===== src/hw/rtl/gcmap_pkg.sv =====
// ----------------------------------------------------------------------------
// gcmap_pkg
// Shared types, color stops and fixed-point constants for the colormap unit.
// ----------------------------------------------------------------------------
`default_nettype none

package gcmap_pkg;

    localparam int unsigned IN_W   = 16;  // intensity sample width
    localparam int unsigned FRAC_W = 16;  // fractional bits of stops and factor
    localparam int unsigned Q_W    = 17;  // Q1.16 value including 1.0
    localparam int unsigned BYTE_W = 8;
    localparam int unsigned NUM_CH = 3;   // red, green, blue
    localparam int unsigned NUM_STOP = 5;

    // Segment thresholds on the raw sample (inclusive upper bounds)
    localparam logic [IN_W-1:0] SEG0_MAX = 16'd16383;
    localparam logic [IN_W-1:0] SEG1_MAX = 16'd36044;
    localparam logic [IN_W-1:0] SEG2_MAX = 16'd55704;

    // Offsets subtracted from 4*s to get the segment numerator
    localparam logic signed [19:0] SEG1_BASE = 20'sd65535;
    localparam logic signed [19:0] SEG2_BASE = 20'sd144177;
    localparam logic signed [19:0] SEG3_BASE = 20'sd222819;

    // Shared divisor for segments 1..3 and its rounding half
    localparam logic [Q_W-1:0] DIV_D    = 17'd78642;
    localparam logic [Q_W-1:0] DIV_HALF = 17'd39321;
    localparam logic [Q_W-1:0] ONE_Q16  = 17'd65536;

    // Reciprocal of DIV_D scaled by 2^48: quotient estimate is (m*K) >> 32
    localparam longint unsigned RECIP_FULL = (64'd1 << 48) / 64'd78642;
    localparam logic [31:0]     RECIP_K    = RECIP_FULL[31:0];

    // Sample at which segment 0 rounding adds one
    localparam logic [IN_W-1:0] SEG0_ROUND = 16'd8192;

    typedef enum logic [1:0] {
        SEG_0 = 2'd0,
        SEG_1 = 2'd1,
        SEG_2 = 2'd2,
        SEG_3 = 2'd3
    } seg_t;

    // Segment and interpolation factor handed from factor to blend stages
    typedef struct packed {
        seg_t             seg;
        logic [Q_W-1:0]   f;
    } fact_t;

    typedef logic [Q_W-1:0] stop_row_t [NUM_CH];

    // Color stops, unsigned Q1.16, rows are stops, columns red/green/blue
    localparam stop_row_t STOP_Q16 [NUM_STOP] = '{
        '{17'd1311,  17'd1966,  17'd5243 },
        '{17'd0,     17'd14418, 17'd39322},
        '{17'd0,     17'd49152, 17'd52429},
        '{17'd62259, 17'd55706, 17'd19661},
        '{17'd65536, 17'd65536, 17'd65536}
    };

endpackage

`default_nettype wire


===== src/hw/rtl/gcmap_factor.sv =====
// ----------------------------------------------------------------------------
// gcmap_factor
// Four-stage pipeline: segment select, reciprocal multiply, remainder check.
// ----------------------------------------------------------------------------
`default_nettype none

module gcmap_factor (
    input  wire logic                          aclk,
    input  wire logic                          aresetn,
    input  wire logic                          en,
    input  wire logic                          in_valid,
    input  wire logic [gcmap_pkg::IN_W-1:0]    in_intensity,
    output logic                               out_valid,
    output gcmap_pkg::fact_t                   out_fact
);

    localparam int unsigned QW = gcmap_pkg::Q_W;

    // Stage 1: segment, numerator, segment-0 factor
    logic                   v1_reg;
    gcmap_pkg::seg_t        seg1_reg, seg1_next;
    logic [QW-1:0]          m1_reg, m1_next;
    logic [QW-1:0]          f01_reg, f01_next;

    // Stage 2: quotient estimate
    logic                   v2_reg;
    gcmap_pkg::seg_t        seg2_reg;
    logic [QW-1:0]          m2_reg, f02_reg;
    logic [QW-1:0]          q2_reg, q2_next;
    logic [48:0]            prod2;

    // Stage 3: estimate times divisor
    logic                   v3_reg;
    gcmap_pkg::seg_t        seg3_reg;
    logic [QW-1:0]          m3_reg, f03_reg, q3_reg;
    logic [33:0]            qd3_reg, qd3_next;

    // Stage 4: correction and factor
    logic                   v4_reg;
    gcmap_pkg::fact_t       fact4_reg, fact4_next;

    logic [17:0]            s4;
    logic signed [19:0]     num;
    logic [34:0]            rem;
    logic [QW:0]            fq;

    always_comb begin
        s4        = {in_intensity, 2'b00};
        seg1_next = gcmap_pkg::SEG_0;
        num       = '0;
        m1_next   = '0;
        priority if (in_intensity <= gcmap_pkg::SEG0_MAX) begin
            seg1_next = gcmap_pkg::SEG_0;
        end else if (in_intensity <= gcmap_pkg::SEG1_MAX) begin
            seg1_next = gcmap_pkg::SEG_1;
            num       = $signed({2'b00, s4}) - gcmap_pkg::SEG1_BASE;
        end else if (in_intensity <= gcmap_pkg::SEG2_MAX) begin
            seg1_next = gcmap_pkg::SEG_2;
            num       = $signed({2'b00, s4}) - gcmap_pkg::SEG2_BASE;
        end else begin
            seg1_next = gcmap_pkg::SEG_3;
            num       = $signed({2'b00, s4}) - gcmap_pkg::SEG3_BASE;
        end
        // Segment 3 divides by half the shared divisor: double the numerator
        if (num < 0) begin
            m1_next = '0;
        end else if (seg1_next == gcmap_pkg::SEG_3) begin
            m1_next = {num[15:0], 1'b0};
        end else begin
            m1_next = num[QW-1:0];
        end
        // Segment 0: 4s*65536/65535 rounds to 4s, plus one from s = 8192 up
        f01_next = QW'(s4) + QW'(in_intensity >= gcmap_pkg::SEG0_ROUND);
    end

    assign prod2   = 49'(m1_reg) * 49'(gcmap_pkg::RECIP_K);
    assign q2_next = prod2[48:32];

    assign qd3_next = 34'(q2_reg) * 34'(gcmap_pkg::DIV_D);

    always_comb begin
        rem = 35'({m3_reg, 16'h0000}) + 35'(gcmap_pkg::DIV_HALF) - 35'(qd3_reg);
        fq  = (QW+1)'(q3_reg) + (QW+1)'(rem >= 35'(gcmap_pkg::DIV_D));
        fact4_next.seg = seg3_reg;
        if (seg3_reg == gcmap_pkg::SEG_0) begin
            fact4_next.f = f03_reg;
        end else if (fq > (QW+1)'(gcmap_pkg::ONE_Q16)) begin
            fact4_next.f = gcmap_pkg::ONE_Q16;
        end else begin
            fact4_next.f = fq[QW-1:0];
        end
    end

    always_ff @(posedge aclk) begin
        if (!aresetn) begin
            v1_reg <= 1'b0;
            v2_reg <= 1'b0;
            v3_reg <= 1'b0;
            v4_reg <= 1'b0;
        end else if (en) begin
            v1_reg <= in_valid;
            v2_reg <= v1_reg;
            v3_reg <= v2_reg;
            v4_reg <= v3_reg;
        end
    end

    always_ff @(posedge aclk) begin
        if (en) begin
            seg1_reg  <= seg1_next;
            m1_reg    <= m1_next;
            f01_reg   <= f01_next;
            seg2_reg  <= seg1_reg;
            m2_reg    <= m1_reg;
            f02_reg   <= f01_reg;
            q2_reg    <= q2_next;
            seg3_reg  <= seg2_reg;
            m3_reg    <= m2_reg;
            f03_reg   <= f02_reg;
            q3_reg    <= q2_reg;
            qd3_reg   <= qd3_next;
            fact4_reg <= fact4_next;
        end
    end

    assign out_valid = v4_reg;
    assign out_fact  = fact4_reg;

endmodule

`default_nettype wire


===== src/hw/rtl/gcmap_blend.sv =====
// ----------------------------------------------------------------------------
// gcmap_blend
// Two-stage per-channel lerp between color stops, clamp and byte rounding.
// ----------------------------------------------------------------------------
`default_nettype none

module gcmap_blend (
    input  wire logic                          aclk,
    input  wire logic                          aresetn,
    input  wire logic                          en,
    input  wire logic                          in_valid,
    input  wire gcmap_pkg::fact_t              in_fact,
    output logic                               out_valid,
    output logic [gcmap_pkg::NUM_CH-1:0][gcmap_pkg::BYTE_W-1:0] out_rgb
);

    localparam int unsigned NCH = gcmap_pkg::NUM_CH;
    localparam int unsigned QW  = gcmap_pkg::Q_W;

    logic                       v1_reg;
    logic signed [35:0]         v_reg [NCH];
    logic signed [35:0]         v_next [NCH];
    logic                       v2_reg;
    logic [NCH-1:0][gcmap_pkg::BYTE_W-1:0] rgb_reg, rgb_next;

    logic [2:0]                 lo_idx, hi_idx;
    logic [QW-1:0]              a [NCH];
    logic [QW-1:0]              b [NCH];
    logic signed [17:0]         diff [NCH];
    logic [32:0]                vc [NCH];
    logic [40:0]                scaled [NCH];

    assign lo_idx = 3'(in_fact.seg);
    assign hi_idx = 3'(in_fact.seg) + 3'd1;

    // Stage 1: v = a*2^16 + (b - a)*f, 32 fractional bits
    always_comb begin
        for (int c = 0; c < NCH; c++) begin
            a[c]      = gcmap_pkg::STOP_Q16[lo_idx][c];
            b[c]      = gcmap_pkg::STOP_Q16[hi_idx][c];
            diff[c]   = $signed({1'b0, b[c]}) - $signed({1'b0, a[c]});
            v_next[c] = $signed({3'b000, a[c], 16'h0000})
                      + diff[c] * $signed({1'b0, in_fact.f});
        end
    end

    // Stage 2: clamp to 0..1, then byte = (v*255 + 2^31) >> 32
    always_comb begin
        for (int c = 0; c < NCH; c++) begin
            if (v_reg[c] < 0) begin
                vc[c] = '0;
            end else if (v_reg[c] > 36'sh1_0000_0000) begin
                vc[c] = 33'h1_0000_0000;
            end else begin
                vc[c] = v_reg[c][32:0];
            end
            scaled[c]  = {vc[c], 8'h00} - 41'(vc[c]) + 41'h0_8000_0000;
            rgb_next[c] = scaled[c][39:32];
        end
    end

    always_ff @(posedge aclk) begin
        if (!aresetn) begin
            v1_reg <= 1'b0;
            v2_reg <= 1'b0;
        end else if (en) begin
            v1_reg <= in_valid;
            v2_reg <= v1_reg;
        end
    end

    always_ff @(posedge aclk) begin
        if (en) begin
            v_reg   <= v_next;
            rgb_reg <= rgb_next;
        end
    end

    assign out_valid = v2_reg;
    assign out_rgb   = rgb_reg;

endmodule

`default_nettype wire


===== src/hw/rtl/gradient_colormap_rgb_unit.sv =====
// ----------------------------------------------------------------------------
// gradient_colormap_rgb_unit
// Five-stop piecewise-linear colormap: 16-bit intensity word in, RGB word out.
// ----------------------------------------------------------------------------
// Path: an accepted word passes the factor stages, then the blend stages.
// Throughput: one word per cycle unless stalled; six stages advance together.
// A stalled output holds the pipeline; the input skid register takes one more
//   word, so s_tready depends only on registered state.
// Reset: synchronous, active low; clears all valid bits and the skid valid flag.
// ----------------------------------------------------------------------------
`default_nettype none

module gradient_colormap_rgb_unit (
    input  wire logic        aclk,
    input  wire logic        aresetn,
    // input word stream
    input  wire logic        s_tvalid,
    output logic             s_tready,
    input  wire logic [15:0] s_tdata,   // [15:0] intensity
    // output word stream
    output logic             m_tvalid,
    input  wire logic        m_tready,
    output logic [23:0]      m_tdata    // [7:0] red, [15:8] green, [23:16] blue
);

    logic                               skid_valid_reg, skid_valid_next;
    logic [gcmap_pkg::IN_W-1:0]         skid_data_reg;
    logic                               en;
    logic                               pipe_valid;
    logic [gcmap_pkg::IN_W-1:0]         pipe_data;
    logic                               fact_valid;
    gcmap_pkg::fact_t                   fact;
    logic                               rgb_valid;
    logic [gcmap_pkg::NUM_CH-1:0][gcmap_pkg::BYTE_W-1:0] rgb;

    // Advance the whole pipeline unless a finished word is held at the output
    assign en = !rgb_valid || m_tready;

    // Take new words while the skid register is empty
    assign s_tready = !skid_valid_reg;

    // Feed from skid first; it holds the word that arrived during a stall
    assign pipe_valid = skid_valid_reg || s_tvalid;
    assign pipe_data  = skid_valid_reg ? skid_data_reg : s_tdata;

    always_comb begin
        skid_valid_next = skid_valid_reg;
        if (skid_valid_reg) begin
            // drop the held word once the pipeline takes it
            if (en) begin
                skid_valid_next = 1'b0;
            end
        end else if (s_tvalid && !en) begin
            skid_valid_next = 1'b1;
        end
    end

    always_ff @(posedge aclk) begin
        if (!aresetn) begin
            skid_valid_reg <= 1'b0;
        end else begin
            skid_valid_reg <= skid_valid_next;
        end
    end

    always_ff @(posedge aclk) begin
        if (!skid_valid_reg && s_tvalid && !en) begin
            skid_data_reg <= s_tdata;
        end
    end

    // Segment select and interpolation factor
    gcmap_factor u_factor (
        .aclk         (aclk),
        .aresetn      (aresetn),
        .en           (en),
        .in_valid     (pipe_valid),
        .in_intensity (pipe_data),
        .out_valid    (fact_valid),
        .out_fact     (fact)
    );

    // Per-channel blend; its last stage is the output register
    gcmap_blend u_blend (
        .aclk      (aclk),
        .aresetn   (aresetn),
        .en        (en),
        .in_valid  (fact_valid),
        .in_fact   (fact),
        .out_valid (rgb_valid),
        .out_rgb   (rgb)
    );

    assign m_tvalid = rgb_valid;
    assign m_tdata  = rgb;

endmodule

`default_nettype wire

===== config.mk =====
export PLATFORM = sky130hd
export DESIGN_NAME = gradient_colormap_rgb_unit
export DESIGN_NICKNAME = d
export VERILOG_FILES = /design/src/hw/rtl/gcmap_pkg.sv /design/src/hw/rtl/gcmap_factor.sv /design/src/hw/rtl/gcmap_blend.sv /design/src/hw/rtl/gradient_colormap_rgb_unit.sv
export SDC_FILE = /design/constraint.sdc
export NUM_CORES = 2
export LEC_CHECK = 0
export BUFFER_PORTS_ARGS = -buffer_cell sky130_fd_sc_hd__buf_2
export CORE_ASPECT_RATIO = 1.4
export CORE_MARGIN = 10
export CORE_UTILIZATION = 36
export CTS_BUF_LIST = sky130_fd_sc_hd__clkbuf_4 sky130_fd_sc_hd__clkbuf_8 sky130_fd_sc_hd__clkbuf_16
export DETAILED_ROUTE_END_ITERATION = 8
export GPL_ROUTABILITY_DRIVEN = 1
export PLACE_DENSITY = 0.55
export SETUP_SLACK_MARGIN = 0.5
export SLEW_MARGIN = 20
export SYNTH_ARGS = -nofsm -noshare
export SYNTH_HDL_FRONTEND = slang
export SYNTH_SLANG_ARGS = --single-unit

===== constraint.sdc =====
create_clock -name aclk -period 19.2 [get_ports aclk]
set_input_delay 0.96 -clock aclk [delete_from_list [all_inputs] [get_ports aclk]]
set_output_delay 0.96 -clock aclk [all_outputs]
set_load 0.02 [all_outputs]

-- Word-level counts from Yosys, hierarchy flattened
Memory sizes are Yosys's and may differ from the RTL's.
Index checks and enable logic that the tools add are counted.
- register bits: 349
- ROM bits: 816
- bits of input ports: 20
- logic and storage cells: 107
- memories kept: 2
- add/sub/neg operators: 20
- multipliers: 5
- magnitude comparators: 15
- equality and inequality tests: 1
- mux-type cells: 23
- bitwise operators: 2
- reduce and logical (&&, ||, !) cells: 10
- memory list (memory ; words ; width ; read ports ; clocked after Yosys merged registers in ; wr ports ; line ; source):
    (no name shown) ; 8 ; 51 ; 1 ; 0 ; 0 ; gcmap_blend.sv:39 ; a[c] = gcmap_pkg::STOP_Q16[lo_idx][c];
    (no name shown) ; 8 ; 51 ; 1 ; 0 ; 0 ; gcmap_blend.sv:40 ; b[c] = gcmap_pkg::STOP_Q16[hi_idx][c];
- operators with widths (cell ; count):
    two-way mux 51 bit ; 4
    two-way mux 33 bit ; 6
    adder 40 x 32 -> 40 bit (second input constant) ; 3
    subtractor 40 x 33 -> 40 bit ; 3
    adder 34 x 36 -> 36 bit ; 3
    > comparator 36 x 34 -> 1 bit (second input constant) ; 3
    less-than comparator 36 x 1 -> 1 bit (second input constant) ; 3
    multiplier 18 x 18 -> 36 bit ; 3
    two-way mux 20 bit ; 3
    subtractor 17 x 17 -> 18 bit ; 3
    two-way mux 17 bit ; 3
    multiplier 17 x 32 -> 49 bit (second input constant) ; 1
    subtractor 18 x 18 -> 19 bit (second input constant) ; 2
    greater-or-equal comparator 35 x 17 -> 1 bit (second input constant) ; 1
    subtractor 35 x 34 -> 35 bit ; 1
    adder 33 x 16 -> 34 bit (second input constant) ; 1
    multiplier 17 x 16 -> 33 bit (second input constant) ; 1
    less-or-equal comparator 16 bit (second input constant) ; 2
    less-than comparator 20 x 1 -> 1 bit (second input constant) ; 1
    subtractor 18 x 16 -> 19 bit (second input constant) ; 1
    adder 17 x 1 -> 18 bit ; 1
    > comparator 18 x 17 -> 1 bit (second input constant) ; 1
    adder 17 x 1 -> 17 bit ; 1
    greater-or-equal comparator 16 x 14 -> 1 bit (second input constant) ; 1
    other kinds (14) ; 24

-- Longest topological paths before layout
- depth in word-level cells: 8
- depth in mapped cells: 32
- depth with buffers taken out: 31

-- By module
A second synthesis with hierarchy kept.
- cells, all modules: 6001
- area total of the unflattened synthesis: 61676.7 µm²
- modules (own cells, without submodules) (module ; times used ; cells an instance ; area an instance (µm²)):
    gcmap_blend ; 1 ; 4189 ; 41349.7
    gcmap_factor ; 1 ; 1772 ; 19557.5
    gradient_colormap_rgb_unit ; 1 ; 40 ; 769.5

-- Worst setup path before layout
OpenSTA, ideal clock, no wires.
- path kind: in2reg
- start: input port m_tready
- end: register u_blend.rgb_reg (netlist bit u_blend.out_rgb[0]), enable pin
- arrival: 7.379 ns
- path slack: 11.150 ns
- stages on the path: 3
- buffers on the path: 1
- cells stage by stage: nor2b_1 -> clkbuf_1 -> inv_1
- cells in the longest elaborated chain, start to end: 1
- ends and longest elaborated chain (what ; line ; source):
    start, declared ; gradient_colormap_rgb_unit.sv:22 ; input wire logic m_tready,
    logical OR 1 bit ; gradient_colormap_rgb_unit.sv:37 ; assign en = !rgb_valid || m_tready;
    end signal, assigned ; gcmap_blend.sv:75 ; rgb_reg <= rgb_next;
    end, declared ; gcmap_blend.sv:24 ; logic [NCH-1:0][gcmap_pkg::BYTE_W-1:0] rgb_reg, rgb_next;
Every way passes these cells.
A chain may end at the register's enable or synchronous reset.

==> impl_results.md <==
* Post-Syn Area per Cell at 10.3 sq um
* Final ANT Viol Nets at 0
* Clock Sink Count at 342
* Die area at 0.187 sq mm
* Routed vias/inst at 4.84
* Drt pass-1 iters at 5
* First-pass GRT wire length at 260000 microns
* # setup viols final at 0
* Worst hold-check path type: flop to flop
* GR Util All Layers at 18.1%
* Synth cell types at 94
* Post-synth EDFFs at 335
* Mapped Area at 0.0611 sq mm
* Fin. max-slew vios at 0
* Synth Warn # at 0
* Sequential-to-total area share from yosys stat at 16.7%
* Period utilization at 47.7%
* Max Freq at 109 MHz
* Setup Skew at 62.7 ps
* Slew margin rel. at 28.1%
* CTS buffer count at 42
* Die X at 368 microns
* Nets at 7963
* Final wirelength at 166000 microns
* Worst EP arrival at 9570 ps
* Worst Setup SP: u_factor.out_fact[18]
* Clock Root Buffer: clkbuf_16
* Placeable Area at 0.168 sq mm
* Mapped Cells at 5917
* Largest net degree at the start of global routing at 113
* Slew @ Worst Pin at 1070 ps
* Run status: complete, no violations
* Area growth syn-to-layout at 7.75%
* Rows at 178
* Layout cell share with drive strength beyond 1 at 3.68%
* Max FFs per register at 107
* Avg WL per Cell at 20.0 microns
* Global route overflow at 0
* Max-cap violations at 0
* Worst setup path class: flop to flop
* Initial antenna violation count at 4
* HP Start: u_factor.seg1_reg[0]
* CP Launch Type: flop
* CTS H-tree lvls at 2
* Clock slew at reported path FFs at 80 ps
* Vias at 40100
* Flops & latches, synth at 342
* Worst setup EP type: flop
* Vias in the first global route at 45700
* CP Max Fanout at 23
* # DRC at 0
* CTS max path bufs at 3
* Fraction of registers with async set/reset at 0%
* Final Wtd Congestion at 0.919
* Layout fillers at 16700
* Final Hold Fails at 0
* IO Port Bufs at 45
* # hold bufs at CTS at 0
* Die height at 507 microns
* Min Tclk post-route at 9160 ps
* CTS tree: yes
* WP data required at 19610 ps
* DP HPWL at 143000 microns
* Ports at 46
* Post-CTS setup buffer count at 0
* Initial Util at 36.3%
* Worst-skew pair later-pin latency at 680 ps
* FF-to-FF Start: u_factor.out_fact[18]
* DR iter-0 viols at 1764
* Post-CTS sizing at 0
* Setup TNS at 0 ps
* RSZ-0062 raised after global routing: no
* Top FF cell, synth: edfxtp_1
-- area by class of cell --
cell class	count	area, sq um	share of cell area (%)
flip-flops and latches	342	10200	15.5
repair buffers	91	571	0.867
clock buffers	43	1060	1.61
diodes	2	5.00	0.00760
clock inverters	34	480	0.730
inverters	1656	6220	9.45
multi-input cells	3861	44500	67.6
well taps	2250	2820	4.28
-- cells in the final DEF (no fill, tap or decap), types with 18 or more instances in the layout --
cell type  synthesis  final
xnor2_1          154    152
conb_1             2     34
ha_1             780    780
nor2b_1          102    102
xor2_1            62     62
nor3_1            49     47
inv_1           1653   1652
a21oi_1          191    190
a211oi_1          19     18
fa_1            1169   1169
nand3_1           60     60
o21ai_0           96     96
edfxtp_1         335    335
nand2b_1          63     63
nand2_1          409    409
nand4_1           27     27
o21a_1            28     28
and2_1           106    106
nor4_1            27     27
buf_2              5     45
o21bai_1          23     23
nor2_1           128    128
a21o_1            75     75
clkbuf_16          0     42
buf_4              1     46
and3_1            23     23
-- critical path, stage by stage (launching register included) --
cell and delay, ps:
edfxtp_1 820, inv_1 310, ha_1 380, buf_4 340, xnor2_1 210, xnor2_2 800
nand2_1 220, fa_1 600, inv_1 70, fa_1 530, inv_1 50, fa_1 470
fa_1 520, fa_1 490, inv_1 50, fa_1 440, ha_1 360, and4_1 250
o2111ai_1 120, o21ai_0 580, o221ai_1 280, a211o_1 370, o211a_1 260, o21bai_1 140
a21oi_1 90, xnor2_1 130
-- stage by stage --
stage	hold WS, ps	instance area (sq um)	worst slack, ps	util [%]	instances
6_report	390	65800	10040	39.1	8279
5_1_grt	391	65800	9570	39.1	8278
4_1_cts	391	65800	10140	39.1	8277
3_5_place_dp	405	64300	10190	38.2	8200
3_3_place_gp	402	64300	10420	38.2	8200
2_1_floorplan	400	61200	11150	-	5949
-- final timing paths --
path,to,slack [ps],cells after the start
setup / recovery,u_blend.v_reg[34],10040,25
setup reg to reg,u_blend.v_reg[34],10040,25
hold / removal,u_factor.seg2_reg[0],390,0
hold reg to reg,u_factor.seg2_reg[0],390,0
-- cell usage after synthesis, types with 11 or more instances --
cell type  instances  share of area [%]
inv_1           1653                 10
a31oi_1           15               0.15
o21a_1            28               0.34
o211ai_1          15               0.18
nor4_1            27               0.28
mux2i_1           15               0.25
ha_1             780                 16
o21bai_1          23               0.28
nand4_1           27               0.28
nand2_1          409                2.5
a21oi_1          191                1.6
a211oi_1          19               0.23
nand3_1           60               0.49
edfxtp_1         335                 16
o21ai_0           96               0.79
fa_1            1169                 38
nand2b_1          63               0.65
or2_2             12               0.12
o22ai_1           15               0.15
clkbuf_1          77               0.47
and2_1           106                1.1
nor2_1           128               0.79
xor2_1            62               0.89
and3_1            23               0.24
a21o_1            75               0.92
nor2b_1          102                1.0
o31ai_1           11               0.14
xnor2_1          154                2.2
nor3_1            49               0.40
-- cell families after synthesis --
kind of cell / after synthesis / share of synthesized area (%)
adders and majority gates: 1949 / 54.3
buffers and inverters: 1746 / 10.8
and+or+nand+nor: 1054 / 8.54
AOI/OAI and AO/OA: 590 / 6.31
DFF: 342 / 16.7
xor gates and xnor gates: 216 / 3.10
muxes: 18 / 0.305
other: 2 / 0.0123
-- layer usage --
layer  vias to the layer above  share of wire (%)  global-route usage, %
met5                         -              0.014                      0
met3                       390                4.1                   2.42
met2                       866                 54                   34.8
met1                     20300                 35                   18.4
met4                         4                7.2                   10.6
li1                      18500                  -                      -
Power is not shown: default switching activity piles up to over one toggle a cycle in this logic, so the estimate is an artifact.
